File: src/rtl/greedy_spatial_task_worker_matcher_top_defines.svh
// Assertion macros shared by the RTL files.
`ifndef GREEDY_SPATIAL_TASK_WORKER_MATCHER_TOP_DEFINES_SVH
`define GREEDY_SPATIAL_TASK_WORKER_MATCHER_TOP_DEFINES_SVH

`define ASSERT_IMPL(label, clk, rst_n, ante, cons) \
	label: assert property (@(posedge clk) disable iff (!rst_n) (ante) |-> (cons)) \
		else $error("assertion failed");

`define ASSERT_NEXT(label, clk, rst_n, ante, cons) \
	label: assert property (@(posedge clk) disable iff (!rst_n) (ante) |=> (cons)) \
		else $error("assertion failed");

`endif

File: src/rtl/gstwm_pkg.sv
`timescale 1ns / 1ps
`default_nettype none
package gstwm_pkg;
	localparam int TableDepth = 256;
	localparam int MaxCopies = 16;
	localparam int IdxW = $clog2(TableDepth);
	localparam int CntW = $clog2(TableDepth + 1);
	localparam int CopyW = 5;

	typedef struct packed {
		logic        cmd;
		logic [19:0] arrival_time;
		logic [19:0] duration;
		logic [15:0] pos_x;
		logic [15:0] pos_y;
		logic [15:0] reach;
		logic [15:0] value;
		logic [4:0]  copies;
	} in_item_t;

	typedef struct packed {
		logic        matched;
		logic [7:0]  partner_index;
		logic [31:0] pair_value;
		logic [47:0] total_utility;
		logic        table_full;
		logic        copy_last;
	} out_item_t;

	typedef enum logic [2:0] {
		ST_IDLE, ST_COPY, ST_SCAN, ST_DRAIN, ST_COMMIT, ST_OUT
	} state_t;

	typedef struct packed {
		logic load;
		logic start_copy;
		logic scan;
		logic commit;
		logic emit;
	} cmd_t;

	typedef struct packed {
		logic full;
		logic scan_done;
		logic pipe_empty;
		logic last_copy;
		logic zero_copies;
	} stat_t;
endpackage
`default_nettype wire

File: src/rtl/gstwm_ctrl.sv
`timescale 1ns / 1ps
`default_nettype none
`include "greedy_spatial_task_worker_matcher_top_defines.svh"
module gstwm_ctrl import gstwm_pkg::*; (
	input  wire   clk,
	input  wire   arst_n,
	input  wire   in_valid,
	output logic  in_ready,
	output logic  out_valid,
	input  wire   out_ready,
	input  stat_t st,
	output cmd_t  cm
);
	state_t state_q, state_d;

	always_ff @(posedge clk or negedge arst_n) begin
		if (!arst_n) state_q <= ST_IDLE;
		else state_q <= state_d;
	end

	always_comb begin
		state_d = state_q;
		unique case (state_q)
			ST_IDLE: if (in_valid) state_d = ST_COPY;
			ST_COPY: begin
				if (st.zero_copies) state_d = ST_IDLE;
				else if (st.full) state_d = ST_COMMIT;
				else state_d = ST_SCAN;
			end
			ST_SCAN: if (st.scan_done) state_d = ST_DRAIN;
			ST_DRAIN: if (st.pipe_empty) state_d = ST_COMMIT;
			ST_COMMIT: state_d = ST_OUT;
			ST_OUT: if (out_ready) state_d = st.last_copy ? ST_IDLE : ST_COPY;
			default: state_d = ST_IDLE;
		endcase
	end

	always_comb begin
		cm = '0;
		in_ready = 1'b0;
		out_valid = 1'b0;
		unique case (state_q)
			ST_IDLE: begin
				in_ready = 1'b1;
				cm.load = in_valid;
			end
			ST_COPY: cm.start_copy = !st.zero_copies;
			ST_SCAN: cm.scan = 1'b1;
			ST_DRAIN: cm.scan = 1'b0;
			ST_COMMIT: cm.commit = 1'b1;
			ST_OUT: begin
				out_valid = 1'b1;
				cm.emit = out_ready;
			end
			default: cm = '0;
		endcase
	end

	`ASSERT_IMPL(a_ready_idle, clk, arst_n, in_ready, state_q == ST_IDLE)
	`ASSERT_NEXT(a_out_hold, clk, arst_n, out_valid && !out_ready, out_valid)
	`ASSERT_NEXT(a_scan_drain, clk, arst_n, state_q == ST_SCAN && st.scan_done,
		state_q == ST_DRAIN)
endmodule
`default_nettype wire

File: config.mk
export PLATFORM = sky130hd
export DESIGN_NAME = gstwm_ctrl
export DESIGN_NICKNAME = d
export VERILOG_FILES = /design/src/rtl/gstwm_pkg.sv /design/src/rtl/gstwm_ctrl.sv
export VERILOG_INCLUDE_DIRS = /design/src /design/src/rtl
export SDC_FILE = /design/constraint.sdc
export NUM_CORES = 1
export LEC_CHECK = 0
export ABC_CLOCK_PERIOD_IN_PS = 2600
export BUFFER_PORTS_ARGS = -buffer_cell sky130_fd_sc_hd__buf_2
export CORE_AREA = 2 2 39 41
export DETAILED_ROUTE_END_ITERATION = 10
export DIE_AREA = 0 0 41 43
export HOLD_SLACK_MARGIN = 0.08
export SLEW_MARGIN = 10
export SYNTH_ARGS = -nofsm -noshare
export SYNTH_HDL_FRONTEND = slang
export SYNTH_SLANG_ARGS = --single-unit
File: constraint.sdc
create_clock -name clk -period 2.6 [get_ports clk]
set_input_delay 0.13 -clock clk [delete_from_list [all_inputs] [get_ports clk]]
set_output_delay 0.13 -clock clk [all_outputs]
set_load 0.05 [all_outputs]
==> impl_metrics.py, run 1 <==
metrics = {
    "cells_and_area": {
        "drive_above_1_share_pct": 40.82,
        "reg_top3": "state_q (3)",
        "stdcell_area_um2": 367.9,
        "antennaDiodeCount": 0,
        "nets": 59,
        "final_common_cell": "buf_2",
        "final_cells": 65,
        "largest_reg_flops": 3,
        "area_delta_synth_final_pct": 42.03,
        "top_register": "state_q",
    },
    "grt": {
        "grt_max_degree": 13,
        "grt-ovfl-total": 0,
        "grt_pass1_vias": 285,
        "antenna_found_initial": 0,
        "grt_pass1_wl_um": 1055,
        "grt_usage_pct": 9.548,
    },
    "yosys": {
        "syn_nets": 40,
        "ys_types": 18,
        "ys_seq_elements": 3,
        "yosysSeqAreaShare_pct": 28.99,
        "yosys_warnings": 0,
        "netlist_area_um2": 259.0,
        "netlist_instances": 31,
        "synth_area_per_cell_um2": 8.355,
    },
    "critical_path": {
        "slowest_stage": "dfrtp_1",
        "crit_arrival_ns": 1.44,
        "endpoint_kind": "output port",
        "worst-path-max-fanout": 12,
        "crit_buf_inv": 1,
        "rr_worst_depth": 4,
        "path_class": "flip-flop to output port",
        "r2r_end": "state_q[0]$_DFFE_PN0P_",
        "path_cells": "nand2b_1, nor3_1, buf_2",
        "path_delay_family": "flip-flops",
        "r2r_slack_ns": 1.14,
        "cp_slowest_stage_delay_ns": 0.55,
        "required_ns": 2.47,
        "r2r_start": "state_q[0]$_DFFE_PN0P_",
        "startpoint_type": "flip-flop",
    },
    "timing": {
        "fin_skew_ns": 0.0002816,
        "slew_viol_final": 0,
        "fmax_mhz": 638.0,
        "worst_slew_pin_slew_ns": 0.3711,
        "whs_ns": 0.2018,
        "setup_ws_ns": 1.033,
        "finalCritPeriodShare_pct": 60.29,
        "finalSetupViolCount": 0,
        "slew_headroom_pct": 75.26,
        "hold_viol": 0,
        "finalCriticalPeriod_ns": 1.567,
        "rsz0062_at_grt": "no",
        "setup-tns-final_ns": 0,
    },
    "clocking": {
        "clk_pin_slew_worst_paths_ns": 0.04,
        "cts_max_path_buffers": 2,
        "cts_buffers": 3,
        "clock_sinks": 3,
        "root_buffer": "clkbuf_4",
        "clk_latency_ns": 0.24,
        "tritoncts": "yes",
        "htreeDepth": 1,
    },
    "route": {
        "ant_nets": 0,
        "drt-pass1-iter-count": 2,
        "routed_wl_um": 667,
        "wire_per_inst_um": 10.26,
        "viasPerCell": 4.262,
        "drc": 0,
        "num_vias": 277,
        "drt_iter0_drc": 1,
    },
    "min_path": {
        "hp-start": "out_ready",
        "hold_path.class": "primary input to flip-flop",
        "hold_depth": 4,
        "hold_end": "state_q[2]$_DFFE_PN0P_",
    },
    "placement": {
        "dp_slack_ns": 1.152,
        "place_congestion": 0.7704,
        "io_buffers": 15,
        "hpwl_um": 491.8,
        "placed_cells": 60,
        "post_dp_cell_area_um2": 331.6,
    },
    "floorplanning": {
        "fp.dieH_um": 43,
        "start_util_pct": 18.72,
        "dieArea_um2": 1763,
        "core-area_um2": 1384,
        "top_level_ports": 16,
        "rows": 14,
        "die_width_um": 41,
    },
    "power": {
        "ir_drop_v": 0.0002442,
        "power_density_nw_per_um2": 1348,
        "leakagePower_nw": 0.2033,
    },
    "job": {
        "cap_viol_max_count": 0,
    },
    "run_status": {
        "status": "finished clean",
    },
}
report_power, final:
group,internal [W],switching (W)
Sequential,0.0000674,0.0000528
Combinational,0.0000996,0.000191
Clock,0.0000577,0.0000270
Total,0.000225,0.000271
area by class of cell:
cell class                      instances  area, um^2
Clock buffer                            4       26.28
Multi-Input combinational cell         23       150.1
Inverter                                3       11.26
Timing Repair Buffer                   16       85.08
Tap cell                               16       20.02
Fill cell                             163        1016
Sequential cell                         3       75.07
tightest hold or removal path: stages:
cell	delay, ns
buf_2	0.09
nand2_1	0.05
nand2_1	0.05
o31ai_1	0.06
cells by family (layout without fill, tap and decap cells):
family                 after synthesis  in the layout  synth area share [%]
AND/OR/NAND/NOR                     15             15                 32.85
buffers and inverters                5             23                 13.04
multiplexers                         2              2                 9.660
AO/OA/AOI/OAI                        6              6                 15.46
flip-flops                           3              3                 28.98
what timing repair did:
item,4_1_cts,5_1_grt
setup buffers,0,0
endpoints found under the hold margin,3,0
hold buffers,1,0
gates resized for setup,0,0
cell usage after synthesis (all sizes together):
library cell / instances / area, um^2
dfrtp: 3 / 75.07
inv: 3 / 11.26
nand2: 3 / 11.26
nor3: 3 / 15.01
a21oi: 2 / 10.01
and2: 2 / 12.51
buf: 2 / 22.52
nand2b: 2 / 12.51
nor2b: 2 / 12.51
a22oi: 1 / 7.510
a31oi: 1 / 6.260
and3: 1 / 6.260
mux2: 1 / 15.01
mux2i: 1 / 10.01
nand3b: 1 / 7.510
nor3b: 1 / 7.510
o21ai: 1 / 8.760
o31ai: 1 / 7.510
per-stage QoR:
step                      util, %  total power [W]
after floorplan                 -        0.0003741
after CTS                   26.58        0.0005009
after global placement      23.96        0.0004045
after detailed placement    23.96        0.0004126
final                       26.58        0.0004958
after global routing        26.58        0.0005381
per-layer routing:
layer / vias up / share of wire, % / global-route usage, %
met3: 2 / 4.0 / 1.571
met4: 0 / 1.2 / 12.00
met1: 125 / 40 / 9.032
met2: 8 / 55 / 14.37
li1: 142 / - / -
met5: - / 0 / 0
how the worst max path moves through the flow:
stage                           start                      to  slack, ns  cells past startpoint
2_1_floorplan  state_q[0]$_DFFE_PN0P_                   cm[4]       0.29                      3
3_3_place_gp   state_q[0]$_DFFE_PN0P_  state_q[0]$_DFFE_PN0P_       1.22                      4
3_5_place_dp   state_q[0]$_DFFE_PN0P_  state_q[0]$_DFFE_PN0P_       1.15                      4
4_1_cts        state_q[0]$_DFFE_PN0P_                   cm[3]       1.01                      3
5_1_grt        state_q[2]$_DFFE_PN0P_                   cm[1]       0.91                      3
6_report       state_q[0]$_DFFE_PN0P_                   cm[3]       1.03                      3
Note: power is estimated with default switching activity, not from simulation.
==> inputs of run 2 (changes only) <==
ABC_CLOCK_PERIOD_IN_PS = 1600   (was 2600)
clock period = 1.6 ns   (was 2.6 ns; I/O delays follow)
==> impl_metrics.py, run 2 (synthesis results as in run 1) <==
metrics = {
    "job": {
        "cap_viol_max_count": 0,
    },
    "clocking": {
        "tritoncts": "yes",
        "clk_pin_slew_worst_paths_ns": 0.03,
        "cts_setup_buffers": 0,
        "clk_latency_ns": 0.23,
        "clock_sinks": 3,
        "root_buffer": "clkbuf_4",
        "cts_buffers": 3,
        "htreeDepth": 1,
        "cts_max_path_buffers": 2,
    },
    "grt": {
        "grt_usage_pct": 8.233,
        "grt_pass1_wl_um": 959,
        "grt_max_degree": 10,
        "grt_pass1_vias": 263,
        "grt-ovfl-total": 0,
        "antenna_found_initial": 0,
    },
    "timing": {
        "fmax_mhz": 687.4,
        "worst_slew_pin_slew_ns": 0.3075,
        "rsz0062_at_grt": "no",
        "finalCritPeriodShare_pct": 90.92,
        "hold_viol": 0,
        "fin_skew_ns": 0.001724,
        "finalSetupViolCount": 0,
        "slew_headroom_pct": 79.50,
        "slew_viol_final": 0,
        "finalCriticalPeriod_ns": 1.455,
    },
    "cells_and_area": {
        "antennaDiodeCount": 0,
        "largest_reg_flops": 3,
        "nets": 60,
        "drive_above_1_share_pct": 50.00,
        "stdcell_area_um2": 391.6,
        "final_common_cell": "buf_2",
        "reg_top3": "state_q (3)",
        "area_delta_synth_final_pct": 51.21,
        "layout_common_cells": "15 x buf_2, 3 x inv_1, 3 x nand2_1, 3 x clkbuf_4",
        "top_register": "state_q",
        "post-route-util_pct": 28.30,
    },
    "critical_path": {
        "startpoint_type": "flip-flop",
        "endpoint_kind": "output port",
        "crit_arrival_ns": 1.37,
        "path_class": "flip-flop to output port",
        "required_ns": 1.52,
        "worst-path-max-fanout": 8,
    },
    "route": {
        "num_vias": 266,
        "wire_per_inst_um": 9.015,
        "drt_iter0_drc": 1,
        "viasPerCell": 4.030,
        "drt-pass1-iter-count": 2,
        "drc": 0,
        "routed_wl_um": 595,
        "ant_nets": 0,
    },
    "floorplanning": {
        "dieArea_um2": 1763,
        "top_level_ports": 16,
        "die_width_um": 41,
        "rows": 14,
        "start_util_pct": 18.72,
        "fp.dieH_um": 43,
        "core-area_um2": 1384,
    },
    "placement": {
        "hpwl_um": 444.7,
        "io_buffers": 15,
        "place_congestion": 0.7661,
        "post_dp_cell_area_um2": 354.1,
    },
    "min_path": {
        "hold_path.class": "primary input to flip-flop",
    },
    "power": {
        "power_density_nw_per_um2": 2118,
        "leakagePower_nw": 0.2121,
        "ir_drop_v": 0.0004078,
    },
    "run_status": {
        "status": "finished clean",
    },
}
-- run 2: cell types whose count changed in the layout (fill, tap and decap cells not counted) --
cell	change
nor3_1	-2
nor3_2	+2
buf_4	+1
dfrtp_1	-1
dfrtp_2	+1
nor3b_1	-1
nor3b_2	+1
-- run 2: final cells by class --
class	count	area [um^2]
clock buffers	4	26.28
fillers	156	992.2
inverters	3	11.26
multi-input cells	23	165.2
flip-flops and latches	3	76.32
well taps	16	20.02
repair buffers	17	92.59
-- run 2: final timing paths --
kind                                          end  cells past startpoint                   start  slack, ns
setup / recovery                            cm[0]                      3  state_q[1]$_DFFE_PN0P_       0.15
hold / removal             state_q[1]$_DFFE_PN0P_                      4                   st[4]       0.14
setup reg to reg           state_q[0]$_DFFE_PN0P_                      4  state_q[2]$_DFFE_PN0P_       0.27
hold reg to reg            state_q[1]$_DFFE_PN0P_                      3  state_q[2]$_DFFE_PN0P_       0.72
max in group asynchronous  state_q[2]$_DFFE_PN0P_                      2                  arst_n       1.31
min in group asynchronous  state_q[0]$_DFFE_PN0P_                      2                  arst_n       0.17
-- run 2: metrics by stage --
stage	TNS [ns]	hold WS [ns]	setup slack, ns	cells	total power [W]
finish	0	0.1390	0.1453	66	0.0008296
global route	0	0.1635	0.01755	66	0.0009035
CTS	0	0.1278	0.09520	66	0.0008437
detailed placement	0	-0.1244	0.2323	61	0.0007011
global placement	0	-0.1212	0.2821	61	0.0006961
floorplan	-0.1932	-0.2156	-0.1932	31	0.0006288
-- run 2: repair_timing --
item                                    in CTS  in global routing
hold buffers                                 1                  0
endpoints found under the hold margin        3                  0
gates resized for setup                      0                  1
endpoints found under the setup margin       0                  2
-- run 2: critical path, cell delays in order (launching register included) --
cell and delay, ns:
dfrtp_1 0.47, nor2b_1 0.24, and3_1 0.17, buf_2 0.25
-- run 2: where the power goes --
group / switching (W) / internal [W]
combinational: 0.000335 / 0.000185
sequential: 0.0000663 / 0.000112
clock: 0.0000380 / 0.0000934
total: 0.000439 / 0.000391
-- run 2: per-layer routing --
layer | GRT usage [%] | part of all wire [%] | vias up
li1 | - | - | 143
met4 | 8.000 | 0 | 0
met1 | 8.360 | 40 | 117
met3 | 2.094 | 4.9 | 0
met2 | 12.50 | 55 | 6
met5 | 0 | 0 | -
==> inputs of run 3 (changes only) <==
--- a/config.mk
+++ b/config.mk
@@ -9,8 +9,12 @@
 export ABC_CLOCK_PERIOD_IN_PS = 1600
 export BUFFER_PORTS_ARGS = -buffer_cell sky130_fd_sc_hd__buf_2
-export CORE_AREA = 2 2 39 41
+export CELL_PAD_IN_SITES_DETAIL_PLACEMENT = 0
+export CELL_PAD_IN_SITES_GLOBAL_PLACEMENT = 2
+export CORE_MARGIN = 2
+export CORE_UTILIZATION = 19
 export DETAILED_ROUTE_END_ITERATION = 10
-export DIE_AREA = 0 0 41 43
 export HOLD_SLACK_MARGIN = 0.08
+export PLACE_DENSITY_LB_ADDON = 0.1
+export RECOVER_POWER = 25
 export SLEW_MARGIN = 10
 export SYNTH_ARGS = -nofsm -noshare
==> constraint.sdc (replaced) <==
create_clock -name clk -period 1.6 [get_ports clk]
set_input_delay 0.24 -clock clk [delete_from_list [all_inputs] [get_ports clk]]
set_output_delay 0.24 -clock clk [all_outputs]
set_load 0.05 [all_outputs]
==> impl_metrics.py, run 3 (synthesis results as in run 1) <==
metrics = {
    "cells_and_area": {
        "num-fill-cells": 156,
        "final_cells": 64,
        "nets": 59,
        "antennaDiodeCount": 0,
        "area_delta_synth_final_pct": 53.14,
        "largest_reg_flops": 3,
        "layout_common_cells": "10 x buf_2, 6 x clkbuf_4, 3 x inv_1, 3 x nand2_1, 3 x dfrtp_2",
        "reg_top3": "state_q (3)",
        "drive_above_1_share_pct": 53.06,
        "top_register": "state_q",
        "final_common_cell": "buf_2",
    },
    "power": {
        "leakagePower_nw": 0.2014,
        "power.share.switching_pct": 53.13,
        "pwr-share-seq_pct": 25.4,
        "share_comb_of_total_power_pct": 59.1,
        "switchingPower_w": 0.0004479,
        "p_clk_share_pct": 15.5,
        "power_density_nw_per_um2": 2126,
        "ir_drop_v": 0.0004731,
        "p_int_w": 0.0003951,
    },
    "timing": {
        "finalCriticalPeriod_ns": 1.525,
        "hold_viol": 0,
        "fin_skew_ns": 0.0009175,
        "fmax_mhz": 655.9,
        "worst_slew_pin_slew_ns": 0.2520,
        "finalSetupViolCount": 0,
        "slew_headroom_pct": 83.32,
        "finalCritPeriodShare_pct": 95.28,
        "rsz0062_at_grt": "no",
        "slew_viol_final": 0,
        "setup_ws_ns": 0.07545,
    },
    "floorplanning": {
        "fp.dieH_um": 40.92,
        "dieArea_um2": 1674,
        "rows": 13,
        "core-area_um2": 1285,
        "die_width_um": 40.92,
        "top_level_ports": 16,
        "start_util_pct": 20.16,
    },
    "critical_path": {
        "r2r_start": "state_q[0]$_DFFE_PN0P_",
        "endpoint_kind": "output port",
        "required_ns": 1.36,
        "r2r_slack_ns": 0.23,
        "r2r_end": "state_q[0]$_DFFE_PN0P_",
        "worst-path-max-fanout": 9,
        "startpoint_type": "flip-flop",
        "rr_worst_depth": 4,
        "crit_start": "state_q[2]$_DFFE_PN0P_",
        "path_class": "flip-flop to output port",
        "crit_arrival_ns": 1.28,
        "endpoint": "cm[0]",
    },
    "clocking": {
        "clk_latency_ns": 0.23,
        "clock_sinks": 3,
        "cts_setup_buffers": 0,
        "tritoncts": "yes",
        "cts_max_path_buffers": 2,
        "clk_pin_slew_worst_paths_ns": 0.03,
        "htreeDepth": 1,
        "root_buffer": "clkbuf_4",
        "cts_buffers": 3,
    },
    "route": {
        "wire_per_inst_um": 10.16,
        "drc": 0,
        "ant_nets": 0,
        "num_vias": 270,
        "routed_wl_um": 650,
        "viasPerCell": 4.219,
        "drt-pass1-iter-count": 4,
        "drt_iter0_drc": 3,
    },
    "placement": {
        "dp_slack_ns": 0.1234,
        "place_congestion": 0.6913,
        "hpwl_um": 526.6,
        "io_buffers": 15,
        "placed_cells": 59,
    },
    "run_status": {
        "status": "finished clean",
    },
    "grt": {
        "grt_max_degree": 13,
        "antenna_found_initial": 0,
        "grt_usage_pct": 10.31,
        "grt_pass1_vias": 270,
        "grt_pass1_wl_um": 1097,
        "grt-ovfl-total": 0,
    },
    "min_path": {
        "hp-start": "st[4]",
        "hold_depth": 4,
        "hold_path.class": "primary input to flip-flop",
    },
    "job": {
        "cap_viol_max_count": 0,
    },
}
-- run 3: cell types whose count changed in the layout (fill, tap and decap cells not counted), sizes merged --
cell,change
clkbuf,+4
buf,-5
-- run 3: critical path, stage by stage, from the launching register on --
cell      delay, ns
dfrtp_2        0.44
nor2b_2        0.22
and3_1         0.17
clkbuf_4       0.22
-- run 3: per-layer routing --
metal / global-route usage [%] / share of wire [%] / vias to the layer above
met5: 0 / 0 / -
met4: 2.500 / 0 / 0
met3: 3.804 / 4.5 / 0
met2: 17.97 / 50 / 7
met1: 11.69 / 45 / 121
li1: - / - / 142
-- run 3: repair_timing --
item / CTS / global route
endpoints found under the setup margin: 4 / 6
hold buffers: 1 / 0
resized for setup: 3 / 6
hold endpoints to repair: 3 / 0
-- run 3: worst min path at each step --
stage,to,slack [ns]
after floorplan,state_q[0]$_DFFE_PN0P_,-0.06
after global placement,state_q[2]$_DFFE_PN0P_,0.04
after detailed placement,state_q[0]$_DFFE_PN0P_,0.04
after CTS,state_q[1]$_DFFE_PN0P_,0.31
after global routing,state_q[1]$_DFFE_PN0P_,0.33
final,state_q[1]$_DFFE_PN0P_,0.32
-- run 3: power by group through the flow --
stage          sequential (W)  clock [W]  combinational (W)
5_1_grt              0.000229   0.000146           0.000532
6_report             0.000215   0.000130           0.000498
2_1_floorplan        0.000146          0           0.000483
4_1_cts              0.000212   0.000138           0.000490
3_3_place_gp         0.000207          0           0.000481
3_5_place_dp         0.000206          0           0.000485
-- run 3: metrics by stage --
stage / area (um^2) / util [%] / TNS [ns] / total power (W) / hold slack (ns)
finish: 396.6 / 30.87 / 0 / 0.0008431 / 0.3206
detailed placement: 345.3 / 26.87 / 0 / 0.0006909 / 0.03693
CTS: 386.6 / 30.09 / 0 / 0.0008404 / 0.3132
floorplan: 274.0 / - / -0.3640 / 0.0006288 / -0.05559
global route: 396.6 / 30.87 / 0 / 0.0009070 / 0.3312
global placement: 345.3 / 26.87 / 0 / 0.0006886 / 0.03566
-- run 3: cell type report --
type	instances	area, um^2	share of cell area [%]
inverter	3	11.26	2.839
clock buffer	4	26.28	6.625
sequential	3	78.83	19.87
timing repair buffer	16	93.84	23.66
multi-input combinational	23	167.7	42.27
tap	15	18.77	4.732
